==> config.mk <==
export PLATFORM = sky130hd
export DESIGN_NAME = utf8_to_utf16_transcoder
export DESIGN_NICKNAME = d
export VERILOG_FILES = /design/src/sv/u8u16_pkg.sv /design/src/sv/utf8_to_utf16_transcoder.sv /design/src/sv/u8u16_decode.sv
export SDC_FILE = /design/constraint.sdc
export NUM_CORES = 1
export LEC_CHECK = 0
export BUFFER_PORTS_ARGS = -buffer_cell sky130_fd_sc_hd__buf_2
export CAP_MARGIN = 20
export CORE_UTILIZATION = 50
export CTS_CLUSTER_SIZE = 10
export DETAILED_ROUTE_END_ITERATION = 10
export PLACE_DENSITY = 0.77
export SLEW_MARGIN = 10
export SYNTH_ARGS = -nofsm -noshare
export SYNTH_HDL_FRONTEND = slang
export SYNTH_SLANG_ARGS = --single-unit
==> constraint.sdc <==
create_clock -name clk_i -period 10.4 [get_ports clk_i]
set_input_delay 2.08 -clock clk_i [delete_from_list [all_inputs] [get_ports clk_i]]
set_output_delay 2.08 -clock clk_i [all_outputs]
set_load 0.01 [all_outputs]
==> src/sv/u8u16_pkg.sv <==
// Shared types and constants for the UTF-8 to UTF-16 transcoder.
// Used by u8u16_decode and utf8_to_utf16_transcoder; no dependencies.
`default_nettype none

package u8u16_pkg;

  // Result codes carried on the status field
  typedef enum logic [2:0] {
    ST_DATA    = 3'd0,
    ST_TERM    = 3'd1,
    ST_INVALID = 3'd2,
    ST_SURR    = 3'd3,
    ST_RANGE   = 3'd4
  } status_e;

  // Second-byte overlong check armed by an E0 or F0 lead
  typedef enum logic [1:0] {
    OVL_NONE = 2'd0,
    OVL_E0   = 2'd1,
    OVL_F0   = 2'd2
  } ovl_e;

  // One result item
  typedef struct packed {
    logic [15:0] unit;
    status_e     status;
    logic        last;
  } res_t;

  // Decoder state carried from byte to byte
  typedef struct packed {
    logic [1:0]  pending;
    logic [20:0] partial;
    ovl_e        ovl;
    logic [16:0] count;
    logic        disc;
  } dec_state_t;

  localparam int unsigned MaxRes   = 3;  // results one byte can cause
  localparam int unsigned ResDepth = 4;  // result queue entries (power of two)

  localparam logic [15:0] LimitReset = 16'd253;

  // Register index of unit_limit on the configuration port
  localparam logic RegUnitLimit = 1'b0;

endpackage

`default_nettype wire

==> src/sv/utf8_to_utf16_transcoder.sv <==
// Streaming UTF-8 to UTF-16 transcoder: top level with config register,
// decoder state and result queue. Depends on u8u16_pkg and u8u16_decode.
//
// One UTF-8 byte is taken per cycle while the queue has room, decoded in the
// same cycle against the stored sequence state; its results land in a
// four-entry result queue whose head drives the output port, so results are
// registered. The queue drains one result per cycle unless the output stalls:
// a byte causing at most one result is taken every cycle if out_stall_i is low,
// while a byte causing two or three (a surrogate pair, a pair plus a truncation
// terminator) stalls input as it drains. unit_limit sits at byte address 0.
`default_nettype none

module utf8_to_utf16_transcoder
  import u8u16_pkg::*;
(
  input  logic        clk_i,
  input  logic        rst_ni,
  // Configuration port
  input  logic        psel,
  input  logic        penable,
  input  logic        pwrite,
  input  logic [2:0]  paddr,
  input  logic [31:0] pwdata,
  output logic [31:0] prdata,
  output logic        pready,
  // Byte input
  input  logic        in_valid_i,
  output logic        in_stall_o,
  input  logic [7:0]  in_byte_i,
  // Unit output
  output logic        out_valid_o,
  input  logic        out_stall_i,
  output logic [15:0] unit_o,
  output logic [2:0]  status_o,
  output logic        last_o
);

  localparam int unsigned PtrW = $clog2(ResDepth);
  localparam int unsigned CntW = $clog2(ResDepth + 1);

  logic [15:0]       limit_q;
  dec_state_t        st_q;
  dec_state_t        st_d;
  logic [1:0]        dec_num;
  res_t [MaxRes-1:0] dec_res;

  res_t              q_q [ResDepth];
  logic [PtrW-1:0]   wr_ptr_q;
  logic [PtrW-1:0]   rd_ptr_q;
  logic [CntW-1:0]   cnt_q;
  logic [CntW-1:0]   cnt_d;
  logic              in_acc;
  logic              out_acc;
  logic [1:0]        push_n;
  logic              reg_sel;

  // Configuration register
  assign pready  = 1'b1;
  assign reg_sel = (paddr[2] == RegUnitLimit);
  assign prdata  = reg_sel ? {16'd0, limit_q} : 32'd0;

  always_ff @(posedge clk_i or negedge rst_ni) begin
    if (!rst_ni) begin
      limit_q <= LimitReset;
    end else if (psel && penable && pwrite && pready && reg_sel) begin
      limit_q <= pwdata[15:0];
    end
  end

  // Decode
  u8u16_decode u_dec (
    .cur_i   (st_q),
    .byte_i  (in_byte_i),
    .limit_i (limit_q),
    .nxt_o   (st_d),
    .num_o   (dec_num),
    .res_o   (dec_res)
  );

  // Hold input unless the queue has room for a worst-case byte
  assign in_stall_o = (cnt_q > CntW'(ResDepth - MaxRes));
  assign in_acc     = in_valid_i && !in_stall_o;
  assign out_valid_o = (cnt_q != '0);
  assign out_acc    = out_valid_o && !out_stall_i;
  assign push_n     = in_acc ? dec_num : 2'd0;

  always_ff @(posedge clk_i or negedge rst_ni) begin
    if (!rst_ni) begin
      st_q <= '0;
    end else if (in_acc) begin
      st_q <= st_d;
    end
  end

  // Result queue: push up to three, pop one
  always_ff @(posedge clk_i) begin
    for (int k = 0; k < MaxRes; k++) begin
      if (k < int'(push_n)) begin
        q_q[wr_ptr_q + PtrW'(k)] <= dec_res[k];
      end
    end
  end

  always_comb begin
    cnt_d = cnt_q + CntW'(push_n) - (out_acc ? CntW'(1) : CntW'(0));
  end

  always_ff @(posedge clk_i or negedge rst_ni) begin
    if (!rst_ni) begin
      wr_ptr_q <= '0;
      rd_ptr_q <= '0;
      cnt_q    <= '0;
    end else begin
      wr_ptr_q <= wr_ptr_q + PtrW'(push_n);
      if (out_acc) begin
        rd_ptr_q <= rd_ptr_q + PtrW'(1);
      end
      cnt_q <= cnt_d;
    end
  end

  // Drive the head entry
  assign unit_o   = q_q[rd_ptr_q].unit;
  assign status_o = q_q[rd_ptr_q].status;
  assign last_o   = q_q[rd_ptr_q].last;

  // Checks
  a_cnt_bound: assert property (@(posedge clk_i) disable iff (!rst_ni)
    cnt_q <= CntW'(ResDepth))
    else $error("result queue overfilled");

  a_room_on_accept: assert property (@(posedge clk_i) disable iff (!rst_ni)
    in_acc |-> (cnt_q + CntW'(dec_num) <= CntW'(ResDepth)))
    else $error("byte accepted without room for its results");

  a_discard_silent: assert property (@(posedge clk_i) disable iff (!rst_ni)
    (in_acc && st_q.disc) |-> (dec_num == 2'd0))
    else $error("result produced while skipping a string");

  a_last_marked: assert property (@(posedge clk_i) disable iff (!rst_ni)
    (in_acc && dec_num != 2'd0) |-> dec_res[dec_num - 2'd1].last)
    else $error("final result of a byte not marked last");

endmodule

`default_nettype wire

==> src/sv/u8u16_decode.sv <==
// Combinational UTF-8 byte decoder: next state and up to three results.
// Depends on u8u16_pkg for the state and result types.
`default_nettype none

module u8u16_decode
  import u8u16_pkg::*;
(
  input  dec_state_t            cur_i,
  input  logic [7:0]            byte_i,
  input  logic [15:0]           limit_i,
  output dec_state_t            nxt_o,
  output logic [1:0]            num_o,
  output res_t [MaxRes-1:0]     res_o
);

  logic [20:0] cp;
  logic [20:0] pp;
  logic [20:0] v;
  logic [17:0] sum;
  logic [16:0] new_cnt;
  logic        have_cp;
  logic        fail;
  status_e     fail_code;
  logic [1:0]  n;

  always_comb begin
    nxt_o     = cur_i;
    res_o     = '0;
    n         = 2'd0;
    cp        = '0;
    pp        = '0;
    v         = '0;
    sum       = '0;
    new_cnt   = '0;
    have_cp   = 1'b0;
    fail      = 1'b0;
    fail_code = ST_INVALID;

    if (cur_i.disc) begin
      // Skip to the end of the string, then start fresh
      if (byte_i == 8'h00) begin
        nxt_o.disc    = 1'b0;
        nxt_o.pending = '0;
        nxt_o.partial = '0;
        nxt_o.ovl     = OVL_NONE;
        nxt_o.count   = '0;
      end
    end else if (cur_i.pending == 2'd0) begin
      // Lead position
      if (byte_i == 8'h00) begin
        res_o[0].status = ST_TERM;
        res_o[0].last   = 1'b1;
        n               = 2'd1;
        nxt_o.pending   = '0;
        nxt_o.partial   = '0;
        nxt_o.ovl       = OVL_NONE;
        nxt_o.count     = '0;
      end else if (byte_i < 8'h80) begin
        cp      = {13'd0, byte_i};
        have_cp = 1'b1;
      end else if (byte_i < 8'hC2 || byte_i >= 8'hF8) begin
        fail = 1'b1;
      end else if (byte_i < 8'hE0) begin
        nxt_o.partial = {16'd0, byte_i[4:0]};
        nxt_o.pending = 2'd1;
      end else if (byte_i < 8'hF0) begin
        nxt_o.partial = {17'd0, byte_i[3:0]};
        nxt_o.pending = 2'd2;
        nxt_o.ovl     = (byte_i == 8'hE0) ? OVL_E0 : OVL_NONE;
      end else begin
        nxt_o.partial = {18'd0, byte_i[2:0]};
        nxt_o.pending = 2'd3;
        nxt_o.ovl     = (byte_i == 8'hF0) ? OVL_F0 : OVL_NONE;
      end
    end else begin
      // Continuation position
      if (byte_i[7:6] != 2'b10) begin
        fail = 1'b1;
      end else if (cur_i.ovl == OVL_E0 && byte_i[5] == 1'b0) begin
        fail = 1'b1;
      end else if (cur_i.ovl == OVL_F0 && byte_i[5:4] == 2'b00) begin
        fail = 1'b1;
      end else begin
        pp            = {cur_i.partial[14:0], byte_i[5:0]};
        nxt_o.ovl     = OVL_NONE;
        nxt_o.partial = pp;
        nxt_o.pending = cur_i.pending - 2'd1;
        if (cur_i.pending == 2'd1) begin
          cp      = pp;
          have_cp = 1'b1;
        end
      end
    end

    // Range checks on a finished code point
    if (have_cp) begin
      if (cp >= 21'h00D800 && cp <= 21'h00DFFF) begin
        fail      = 1'b1;
        fail_code = ST_SURR;
      end else if (cp > 21'h10FFFF) begin
        fail      = 1'b1;
        fail_code = ST_RANGE;
      end else begin
        // Emit one unit or a surrogate pair
        if (cp <= 21'h00FFFF) begin
          res_o[0].unit   = cp[15:0];
          res_o[0].status = ST_DATA;
          sum             = {1'b0, cur_i.count} + 18'd1;
          n               = 2'd1;
        end else begin
          v               = cp - 21'h010000;
          res_o[0].unit   = 16'hD800 + {6'd0, v[19:10]};
          res_o[0].status = ST_DATA;
          res_o[1].unit   = 16'hDC00 + {6'd0, v[9:0]};
          res_o[1].status = ST_DATA;
          sum             = {1'b0, cur_i.count} + 18'd2;
          n               = 2'd2;
        end
        new_cnt       = sum[17] ? 17'h1FFFF : sum[16:0];
        nxt_o.pending = '0;
        nxt_o.partial = '0;
        nxt_o.ovl     = OVL_NONE;
        nxt_o.count   = new_cnt;
        // Truncate once the limit is reached
        if (new_cnt >= {1'b0, limit_i}) begin
          res_o[n].status = ST_TERM;
          nxt_o.count     = '0;
          nxt_o.disc      = 1'b1;
          n               = n + 2'd1;
        end
        res_o[n - 2'd1].last = 1'b1;
      end
    end

    // Error: one result, then skip to the NUL unless this byte is the NUL
    if (fail) begin
      res_o         = '0;
      res_o[0].status = fail_code;
      res_o[0].last = 1'b1;
      n             = 2'd1;
      nxt_o.pending = '0;
      nxt_o.partial = '0;
      nxt_o.ovl     = OVL_NONE;
      nxt_o.count   = '0;
      nxt_o.disc    = (byte_i != 8'h00);
    end

    num_o = n;
  end

endmodule

`default_nettype wire

* Yosys cells after proc, flatten, opt, wreduce, memory -nomap -nowiden
Memories as Yosys holds them, arrays and structs flattened.
Index checks and enable logic that the tools add are counted.
Widths: inputs -> output; s select.
** Word-level totals
- Bits of input ports :: 50
- Memory bits (writable) :: 80
- Logic and storage cells :: 174
- Bits in registers :: 66
- Output and inout port bits :: 55
- Memories kept :: 1
** Cells by class
- Add/sub/neg operators :: 14
- Multiplexer cells :: 106
- Bitwise gates (word level) :: 2
- Reduce and logical (&&, ||, !) cells :: 18
- Magnitude comparators :: 18
- Equality and inequality tests :: 6
** Memories
- q_q :: depth 4, width 20, read ports 1, clocked after memory_dff 0, write ports 3, RTL line utf8_to_utf16_transcoder.sv:47 : res_t q_q [ResDepth];
** Operator list (count)
- $mux 60 :: 8
- $mux 43 :: 5
- $mux 25 :: 7
- $mux 19 :: 8
- $mux 21 :: 7
- $bwmux 60 :: 2
- $mux 18 :: 5
- $demux 20 s2 :: 2
- $mux 17 :: 3
- $le 21x16->1 const B :: 2
- $mux 42 :: 1
- $mux 2 :: 18
- $add 15x11->16 const A :: 2
- $lt 8x8->1 const B :: 4
- $mux 1 :: 30
- $mux 24 :: 1
- $mux 23 :: 1
- $ge 21x16->1 const B :: 1
- $gt 21x21->1 const B :: 1
- $sub 20x17->20 const B :: 1
- $add 17x1->18 const B :: 1
- $add 17x2->18 const B :: 1
- $ge 17x16->1 :: 1
- $eq 8x8->1 const B :: 2
- other kinds (27) :: 50

* Depth between registers and ports, before layout
Gate-level depths: netlist (run 1).
- Word-level depth :: 28
- Mapped depth :: 34
- Mapped depth without buffers :: 31

* Hierarchy
A second synthesis (run 1) with hierarchy kept.
** Second synthesis, totals
- Cells, all modules :: 1173
- Area, all modules :: 10989.3 um^2
** By module, submodules not included
- utf8_to_utf16_transcoder :: area an instance 8016.4 um^2, instances 1, cells each 707, sequential area each 4062.6 um^2
- u8u16_decode :: area an instance 2972.9 um^2, instances 1, cells each 466, sequential area each 0.0 um^2

* Worst setup path after synthesis (run 1)
No wires, ideal clock.
- Path kind :: input-to-reg
- From :: in in_byte_i[5]
- To :: mem q_q[1][0] in the netlist's numbering (enable)
- Arrival :: 8704 ps
- Setup slack :: 1267 ps
- Setup time :: 430 ps
- Cell stages on the path :: 28
- Buffers on the path :: 3
- Data required time :: 9970 ps
- Path through :: nor4b_4 -> nor4_4 -> clkbuf_1 -> clkbuf_1 -> nand2_1 -> ha_1 -> nand2_1 -> or2_2 -> o31a_1 -> nand2_1 -> inv_2 -> o22a_1 -> o311ai_0 -> o31a_1 -> inv_1 -> ha_1 -> nand4_1 -> o21ai_0 -> o221ai_1 -> nand3b_1 -> nor2_1 -> o211ai_2 -> inv_1 -> ha_1 -> or3_1 -> or3_4 -> buf_6 -> o32ai_1
** RTL lines
- from (decl) :: RTL line utf8_to_utf16_transcoder.sv:29 : input logic [7:0] in_byte_i,
- to (decl) :: RTL line utf8_to_utf16_transcoder.sv:47

==> flow_metrics.env, run 1 <==
export IMPL_outcome="completed"
export IMPL_powerDensity_mw_per_mm2=218
export IMPL_die_h_um=136
export IMPL_yosysWarnings=0
export IMPL_wirelength_mm=23.0
export IMPL_grt_max_degree=61
export IMPL_antenna_found_initial=0
export IMPL_grt_pass1_vias=7342
export IMPL_grt_ovfl_total=0
export IMPL_wl_met2_mm=11.4
export IMPL_final_seq_area_sq_mm=0.00391
export IMPL_path_delay_family="simple AND/OR/NAND/NOR gates"
export IMPL_path_class="in -> reg"
export IMPL_syn_inst=918
export IMPL_dieArea_sq_mm=0.0186
export IMPL_layout_drive_gt1_share_pct=19.6
export IMPL_fillCellCount=1477
export IMPL_n_antenna_cell=0
export IMPL_cp_end_kind="register"
export IMPL_finalMaxSlewViolations=0
export IMPL_cts_buffer_depth=2
export IMPL_crit_top_cell="nand2_1"
export IMPL_die_w_um=136
export IMPL_rsz0062_at_grt="no"
export IMPL_async_flop_share_pct=42.9
export IMPL_clk_latency_ns=0.44
export IMPL_numPortBuffers=69
export IMPL_final_util_pct=57.6
export IMPL_cts_tree="done"
export IMPL_clock_sinks=140
export IMPL_grt_pass1_wl_mm=37.7
export IMPL_cap_violations=0
export IMPL_required_ns=10.53
export IMPL_antenna_left=0
export IMPL_total_power_mw=2.19
export IMPL_syn_avg_cell_area_sq_um=9.83
export IMPL_holdCritPathClass="reg -> reg"
export IMPL_seq_area_frac_synth_pct=43.4
export IMPL_hpwl_mm=15.7
export IMPL_fin_nets=1046
export IMPL_clock_skew_ns=0.0159
export IMPL_htreeDepth=4
export IMPL_multi_input_area_sq_mm=0.00469
export IMPL_place_congestion=0.883
export IMPL_core_area_sq_mm=0.0175
export IMPL_num_vias=7554
export IMPL_fin_tns_setup_ns=0
export IMPL_drtIter0Drc=1003
export IMPL_synth_seq_cells=140
export IMPL_relSlewSlack_pct=28.6
export IMPL_fin_crit_sh_pct=83.6
export IMPL_path_buf_inv=4
export IMPL_ctsRootBufferMaster="clkbuf_16"
export IMPL_numCtsBuffers=17
export IMPL_ir_drop_mv=0.139
export IMPL_cts_hold_buf=0
export IMPL_arrival_ns=8.82
export IMPL_synth_cell_types=86
export IMPL_met1Wirelength_mm=9.27
export IMPL_grt_total_usage_pct=26.3
export IMPL_max_slew_worst_pin_slew_ns=1.06
export IMPL_worstPathMaxFanout=24
export IMPL_initial_core_util_pct=51.6
export IMPL_io_pins=105
export IMPL_setup_worst_path_start_class="input port"
export IMPL_netlist_area_sq_mm=0.00902
export IMPL_post_cts_setup_buffers=0
export IMPL_p_leak_nw=3.98
export IMPL_top_layer="met4"
export IMPL_synth_top_area_share_pct=26.6
export IMPL_final_setup_worst_slack_ns=1.70
export IMPL_area_delta_synth_final_pct=11.6
export IMPL_max_freq_mhz=115
export IMPL_wl_met3_mm=1.79
export IMPL_slowest_delay_ns=0.65
export IMPL_preCtsSetupSlack_ns=1.35
export IMPL_hold_violations=0
export IMPL_vias_per_cell=6.28
export IMPL_drtPass1Iterations=5
export IMPL_netlist_top_cells_area="edfxtp_1 (27%), dfrtp_1 (15%), mux4_2 (5.0%)"
export IMPL_synth_commonest_cells="nor2_1 (102), nand2_1 (95), edfxtp_1 (80)"
export IMPL_setup_viol=0
export IMPL_finalCriticalPeriod_ns=8.70
export IMPL_cp_slowest_cell="nor4_4"
export IMPL_wire_per_inst_um=19.1
export IMPL_post_cts_resized=0
export IMPL_rows=48
export IMPL_yosysMostFrequentCell="nor2_1"
export IMPL_route_detailed_drc=0
export IMPL_yosys_area_top_type="edfxtp_1"
export IMPL_synth_main_ff_cell="edfxtp_1"
export IMPL_path_clk_slew_ns=0.06
export IMPL_synth_edf_count=80
==> final timing paths <==
kind                                         start                 endpoint  slack (ns)  cells past startpoint
hold reg to reg            limit_q[12]$_DFFE_PN0P_  limit_q[12]$_DFFE_PN0P_        0.51                      1
hold / removal             limit_q[12]$_DFFE_PN0P_  limit_q[12]$_DFFE_PN0P_        0.51                      1
min in group asynchronous                   rst_ni  limit_q[14]$_DFFE_PN0P_        1.82                      2
setup reg to reg              st_q[41]$_DFFE_PN0P_  q_q[2][6]$_SDFFCE_PP0P_        2.48                     29
max in group asynchronous                   rst_ni     st_q[27]$_DFFE_PN0P_        8.06                      2
setup / recovery                      in_byte_i[5]  q_q[2][6]$_SDFFCE_PP0P_        1.70                     28
==> sequential cells by signal (all words and copies together) (netlist names) <==
name,count
rd_ptr_q,2
st_q,37
limit_q,16
wr_ptr_q,2
cnt_q,3
q_q,80
==> routing by layer <==
layer | vias to the layer above | global-route usage (%)
li1 | 3474 | -
met1 | 3645 | 33.8
met2 | 374 | 43.1
met3 | 61 | 5.52
met4 | 0 | 10.6
met5 | - | 0
==> placed cells by master (no fill, tap or decap), drive strengths merged, types with 13 or more instances in the layout <==
| cell | n |
|---|---|
| ha | 30 |
| clkbuf | 17 |
| nand4 | 16 |
| nand2 | 97 |
| mux4 | 20 |
| mux2 | 21 |
| conb | 17 |
| nand3 | 41 |
| buf | 81 |
| dfrtp | 53 |
| nor3 | 21 |
| nand2b | 13 |
| o21ai | 32 |
| inv | 41 |
| a21oi | 74 |
| edfxtp | 80 |
| nor2 | 102 |
==> report_power, final <==
| group | switching (mW) | internal [mW] | total (mW) | leakage [nW] |
|---|---|---|---|---|
| Clock | 0.251 | 0.381 | 0.632 | 0.292 |
| Combinational | 0.445 | 0.321 | 0.766 | 2.20 |
| Sequential | 0.113 | 0.681 | 0.793 | 1.48 |
==> metrics by stage <==
step                cell area, sq um  cells  hold slack [ns]
global route                   10100   1203            0.535
detailed placement              9460   1171            0.493
CTS                            10100   1203            0.508
finish                         10100   1203            0.506
global placement                9460   1171            0.486
floorplan                       9080    933            0.466
==> logic make-up (layout without fill, tap and decap cells) <==
kind of cell               count (synthesis)  count (layout)  share of synthesized area [%]
adders and majority gates                 31              31                           4.38
muxes                                     47              47                           8.28
xor gates and xnor gates                  17              17                           1.65
DFF                                      140             140                           43.4
AOI/OAI and AO/OA                        211             211                           15.4
and+or+nand+nor                          367             367                           21.4
other                                      2              17                         0.0832
buffers and inverters                    103             148                           5.37
==> final cells by class <==
type / count / share of cell area, %
clock buffers: 17 / 4.23
well taps: 225 / 2.80
flip-flops and latches: 140 / 38.9
inverters: 35 / 1.35
clock inverters: 15 / 1.84
multi-input cells: 690 / 46.6
repair buffers: 81 / 4.32
(Power assumes the default switching activity.)
==> inputs of run 2 (changes only) <==
Settings changed: PLACE_DENSITY 0.77 to 0.8.
Clock period 10.4 ns to 7.75 ns, I/O delays scaled along.
==> flow_metrics.env, run 2 (same netlist as run 1, synthesis figures left out) <==
export IMPL_outcome="completed"
export IMPL_grt_total_usage_pct=25.9
export IMPL_drtPass1Iterations=8
export IMPL_grt_pass1_wl_mm=36.9
export IMPL_fin_crit_sh_pct=94.9
export IMPL_rows=48
export IMPL_internal_power_mw=1.81
export IMPL_io_pins=105
export IMPL_worstRegToRegCells=25
export IMPL_fin_nets=1062
export IMPL_numPortBuffers=69
export IMPL_setup_worst_path_start="in_byte_i[7]"
export IMPL_final_setup_worst_slack_ns=0.397
export IMPL_grt_max_degree=61
export IMPL_initial_core_util_pct=51.6
export IMPL_setup_worst_path_start_class="input port"
export IMPL_post_cts_setup_buffers=0
export IMPL_n_antenna_cell=0
export IMPL_path_class="in -> reg"
export IMPL_finalCriticalPeriod_ns=7.35
export IMPL_layout_drive_gt1_share_pct=21.0
export IMPL_clock_skew_ns=0.0110
export IMPL_area_delta_synth_final_pct=12.8
export IMPL_core_area_sq_mm=0.0175
export IMPL_rsz0062_at_grt="no"
export IMPL_grt_pass1_vias=7234
export IMPL_htreeDepth=4
export IMPL_wirelength_mm=23.0
export IMPL_placed_cell_area_sq_mm=0.00960
export IMPL_required_ns=8.06
export IMPL_die_h_um=136
export IMPL_num_vias=7656
export IMPL_finalNonFillerCells=1219
export IMPL_p_leak_nw=4.03
export IMPL_dp_cells=1187
export IMPL_max_freq_mhz=136
export IMPL_final_cell_mix="nor2_1 (102), nand2_1 (95), edfxtp_1 (80)"
export IMPL_relSlewSlack_pct=32.5
export IMPL_p_switching_mw=1.10
export IMPL_cts_tree="done"
export IMPL_fin_area_sq_mm=0.0102
export IMPL_fin_tns_setup_ns=0
export IMPL_route_detailed_drc=0
export IMPL_whs_ns=0.499
export IMPL_p_seq_share_pct=36.7
export IMPL_largest_register_ffs=80
export IMPL_die_w_um=136
export IMPL_hpwl_mm=15.9
export IMPL_largest_register="q_q"
export IMPL_cts_buffer_depth=2
export IMPL_vias_per_cell=6.28
export IMPL_cap_violations=0
export IMPL_clk_latency_ns=0.43
export IMPL_r2r_start="st_q[41]$_DFFE_PN0P_"
export IMPL_ir_drop_mv=0.186
export IMPL_p_sw_share_pct=37.9
export IMPL_r2r_end="cnt_q[2]$_DFF_PN0_"
export IMPL_setup_viol=0
export IMPL_power_frac_clock_pct=27.0
export IMPL_dieArea_sq_mm=0.0186
export IMPL_final_common_cell="nor2_1"
export IMPL_worstPathMaxFanout=11
export IMPL_drtIter0Drc=1127
export IMPL_min_path_cells=1
export IMPL_ctsRootBufferMaster="clkbuf_16"
export IMPL_cp_end_kind="register"
export IMPL_crit_end="cnt_q[2]$_DFF_PN0_"
export IMPL_preCtsSetupSlack_ns=0.0253
export IMPL_combPwrFrac_pct=36.4
export IMPL_reg_largest_list="q_q: 80 flops, st_q: 37 flops, limit_q: 16 flops"
export IMPL_finalMaxSlewViolations=0
export IMPL_antenna_left=0
export IMPL_place_congestion=0.951
export IMPL_holdCritPathClass="reg -> reg"
export IMPL_path_clk_slew_ns=0.06
export IMPL_max_slew_worst_pin_slew_ns=1.00
export IMPL_antenna_found_initial=0
export IMPL_grt_ovfl_total=0
export IMPL_arrival_ns=7.67
export IMPL_wire_per_inst_um=18.8
export IMPL_r2r_slack_ns=0.78
export IMPL_powerDensity_mw_per_mm2=286
export IMPL_numCtsBuffers=17
export IMPL_clock_sinks=140
export IMPL_hold_violations=0
-- run 2: cell types whose count changed in the layout (fill, tap and decap cells not counted), sizes merged --
cell	change
clkinvlp	+2
clkinv	+1
buf	+16
bufinv	-2
inv	-1
-- run 2: worst max-delay path, cell delays in order --
cell      delay [ns]
buf_2           0.18
nand3b_1        0.22
nor4_2          0.41
o221ai_2        0.25
o31ai_1         0.46
a21oi_1         0.28
nor4b_1         0.65
xnor2_1         0.20
nand2_1         0.08
ha_1            0.31
a21oi_1         0.08
a21boi_0        0.24
o221ai_1        0.18
nand3b_1        0.13
nor2_1          0.08
o211ai_2        0.07
inv_1           0.12
ha_1            0.26
or3_1           0.50
or3_4           0.48
ha_1            0.31
inv_1           0.05
fa_1            0.43
xnor2_1         0.14
-- run 2: repair_timing --
action                                 4_1_cts  5_1_grt
setup endpoints to repair                    0       22
gates resized for setup                      0        2
endpoints found under the hold margin        0        0
hold buffers                                 0        0
-- run 2: power by group through the flow --
stage | combinational [mW] | sequential, mW | clock, mW
3_5_place_dp | 1.04 | 1.08 | 0
4_1_cts | 1.05 | 1.06 | 0.791
5_1_grt | 1.16 | 1.08 | 0.823
6_report | 1.06 | 1.07 | 0.785
2_1_floorplan | 0.810 | 0.988 | 0
3_3_place_gp | 1.01 | 1.07 | 0
-- run 2: how the worst min path moves through the flow --
stage	from	end	slack, ns
4_1_cts	st_q[42]$_DFFE_PN0P_	st_q[42]$_DFFE_PN0P_	0.50
5_1_grt	limit_q[8]$_DFFE_PN0P_	limit_q[8]$_DFFE_PN0P_	0.51
3_3_place_gp	st_q[42]$_DFFE_PN0P_	st_q[42]$_DFFE_PN0P_	0.49
6_report	st_q[42]$_DFFE_PN0P_	st_q[42]$_DFFE_PN0P_	0.50
2_1_floorplan	st_q[42]$_DFFE_PN0P_	st_q[42]$_DFFE_PN0P_	0.47
3_5_place_dp	st_q[42]$_DFFE_PN0P_	st_q[42]$_DFFE_PN0P_	0.49
-- run 2: per-layer routing --
layer,track usage (%),vias up,routed length (um)
met3,4.51,85,2010
met1,33.1,3616,9200
li1,-,3494,-
met5,0,-,0
met4,12.0,0,700
met2,42.7,461,11100
-- run 2: cell type report --
class / instances / area (sq um)
tap: 225 / 282
clock inverter: 15 / 140
fill: 1448 / 7300
multi-input combinational: 690 / 4710
sequential: 140 / 3910
clock buffer: 17 / 425
timing repair buffer: 97 / 568
inverter: 35 / 136
-- run 2: per-stage QoR --
step                utilization, %  total power, mW
floorplan                        -             1.80
global placement              54.9             2.08
global route                  58.2             3.06
CTS                           58.2             2.90
detailed placement            54.9             2.12
finish                        58.2             2.91
==> inputs of run 3 (changes only) <==
--- a/config.mk
+++ b/config.mk
@@ -6,10 +6,10 @@
 export NUM_CORES = 1
 export LEC_CHECK = 0
-export BUFFER_PORTS_ARGS = -buffer_cell sky130_fd_sc_hd__buf_2
 export CAP_MARGIN = 20
 export CORE_UTILIZATION = 50
 export CTS_CLUSTER_SIZE = 10
 export DETAILED_ROUTE_END_ITERATION = 10
-export PLACE_DENSITY = 0.8
+export DONT_BUFFER_PORTS = 1
+export PLACE_DENSITY = 0.75
 export SLEW_MARGIN = 10
 export SYNTH_ARGS = -nofsm -noshare
==> constraint.sdc (replaced) <==
create_clock -name clk_i -period 7.75 [get_ports clk_i]
set_input_delay 1.55 -clock clk_i [delete_from_list [all_inputs] [get_ports clk_i]]
set_output_delay 1.55 -clock clk_i [all_outputs]
set_load 0.05 [all_outputs]
==> flow_metrics.env, run 3 (same netlist as run 1, synthesis figures left out) <==
export IMPL_n_antenna_cell=0
export IMPL_cts_hold_buf=0
export IMPL_required_ns=7.85
export IMPL_grt_pass1_wl_mm=35.8
export IMPL_drtPass1Iterations=5
export IMPL_p_leak_nw=3.71
export IMPL_core_area_sq_mm=0.0175
export IMPL_worstRegToRegCells=27
export IMPL_hpwl_mm=15.4
export IMPL_post_cts_resized=0
export IMPL_setup_worst_path_start_class="input port"
export IMPL_htreeDepth=4
export IMPL_combPwrFrac_pct=40.3
export IMPL_grt_ovfl_total=0
export IMPL_die_w_um=136
export IMPL_final_cell_mix="nor2_1 (102), nand2_1 (95), edfxtp_1 (80)"
export IMPL_drtIter0Drc=1055
export IMPL_finalCriticalPeriod_ns=7.12
export IMPL_ctsRootBufferMaster="clkbuf_16"
export IMPL_hold_violations=0
export IMPL_fin_crit_sh_pct=91.9
export IMPL_dp_cells=1112
export IMPL_numPortBuffers=0
export IMPL_vias_per_cell=6.32
export IMPL_largest_register="q_q"
export IMPL_wire_per_inst_um=19.3
export IMPL_powerDensity_mw_per_mm2=310
export IMPL_finalNonFillerCells=1144
export IMPL_path_class="in -> reg"
export IMPL_rows=48
export IMPL_numCtsBuffers=17
export IMPL_holdCritPathClass="reg -> reg"
export IMPL_clk_latency_ns=0.43
export IMPL_grt_max_degree=61
export IMPL_max_freq_mhz=140
export IMPL_ir_drop_mv=0.213
export IMPL_area_delta_synth_final_pct=7.82
export IMPL_relSlewSlack_pct=31.4
export IMPL_worstPathMaxFanout=20
export IMPL_post_cts_setup_buffers=0
export IMPL_setup_worst_path_start="in_byte_i[5]"
export IMPL_final_common_cell="nor2_1"
export IMPL_io_pins=105
export IMPL_num_vias=7225
export IMPL_path_clk_slew_ns=0.06
export IMPL_cts_tree="done"
export IMPL_grt_total_usage_pct=25.1
export IMPL_rsz0062_at_grt="no"
export IMPL_die_h_um=136
export IMPL_finalMaxSlewViolations=0
export IMPL_arrival_ns=7.22
export IMPL_layout_drive_gt1_share_pct=14.6
export IMPL_cp_end_kind="register"
export IMPL_cts_buffer_depth=2
export IMPL_initial_core_util_pct=51.6
export IMPL_reg_largest_list="q_q: 80 flops, st_q: 37 flops, limit_q: 16 flops"
export IMPL_grt_pass1_vias=6882
export IMPL_placed_cell_area_sq_mm=0.00920
export IMPL_fin_area_sq_mm=0.00973
export IMPL_min_path_cells=1
export IMPL_r2r_slack_ns=0.85
export IMPL_place_congestion=0.883
export IMPL_fin_tns_setup_ns=0
export IMPL_setup_viol=0
export IMPL_wirelength_mm=22.1
export IMPL_internal_power_mw=1.72
export IMPL_p_seq_share_pct=35.3
export IMPL_largest_register_ffs=80
export IMPL_final_util_pct=55.7
export IMPL_min_delay_worst_endpoint="cnt_q[0]$_DFF_PN0_"
export IMPL_min_from="cnt_q[0]$_DFF_PN0_"
export IMPL_fin_nets=987
export IMPL_outcome="completed"
export IMPL_clock_skew_ns=0.00992
export IMPL_antenna_found_initial=0
export IMPL_dieArea_sq_mm=0.0186
export IMPL_r2r_end="q_q[0][1]$_DFFE_PP_"
export IMPL_total_power_mw=3.02
export IMPL_cap_violations=0
export IMPL_p_switching_mw=1.30
export IMPL_power_frac_clock_pct=24.5
export IMPL_clock_sinks=140
export IMPL_r2r_start="st_q[41]$_DFFE_PN0P_"
export IMPL_max_slew_worst_pin_slew_ns=1.02
export IMPL_antenna_left=0
export IMPL_route_detailed_drc=0
export IMPL_p_sw_share_pct=43.1
-- run 3: how the worst max path moves through the flow --
stage                                    to  cells past startpoint
global route        q_q[0][4]$_SDFFCE_PP0P_                     27
global placement         cnt_q[2]$_DFF_PN0_                     28
CTS                      cnt_q[2]$_DFF_PN0_                     28
finish                  q_q[0][1]$_DFFE_PP_                     27
floorplan               q_q[3][0]$_DFFE_PP_                     29
detailed placement  q_q[0][8]$_SDFFCE_PP0P_                     27
-- run 3: power groups by stage --
stage / registers, mW / clock network [mW] / logic, mW
floorplan: 0.988 / 0 / 1.07
global placement: 1.07 / 0 / 1.19
detailed placement: 1.08 / 0 / 1.21
CTS: 1.06 / 0.747 / 1.21
global route: 1.08 / 0.782 / 1.31
finish: 1.06 / 0.738 / 1.22
-- run 3: through the flow --
stage          setup WS [ns]  hold slack (ns)
2_1_floorplan         0.0711            0.466
3_3_place_gp           0.350            0.487
3_5_place_dp           0.258            0.485
4_1_cts                0.678            0.503
5_1_grt               0.0617            0.520
6_report               0.631            0.505
-- run 3: worst max-delay path: stages --
cell and delay [ns]:
nor4b_4 0.40, nor4_4 0.12, nand2_1 0.12, ha_1 0.15, nand2_1 0.07, or2_2 0.31
o31a_1 0.28, nand2_1 0.14, inv_2 0.10, o22a_1 0.27, o311ai_0 0.35, o31a_1 0.25
inv_1 0.06, ha_1 0.29, nand4_1 0.12, o21ai_0 0.19, o221ai_1 0.13, nand3b_1 0.12
nor2_1 0.08, o211ai_2 0.07, inv_1 0.12, ha_1 0.26, or3_1 0.49, or3_4 0.47
a21oi_1 0.22, o211a_1 0.16, buf_4 0.32
-- run 3: metal layers --
metal | global-route usage (%) | share of wire, % | routed length (um) | up-vias
met3 | 5.37 | 7.6 | 1690 | 72
met4 | 12.2 | 3.3 | 740 | 0
li1 | - | - | - | 3344
met2 | 39.2 | 47 | 10400 | 358
met5 | 0 | 0 | 0 | -
met1 | 33.1 | 42 | 9320 | 3451
-- run 3: layout make-up --
cell class	instances	area [sq um]
fill	1485	7750
clock buffer	18	429
timing repair buffer	22	165
inverter	35	136
sequential	140	3910
tap	225	282
clock inverter	14	98.8
multi-input combinational	690	4700
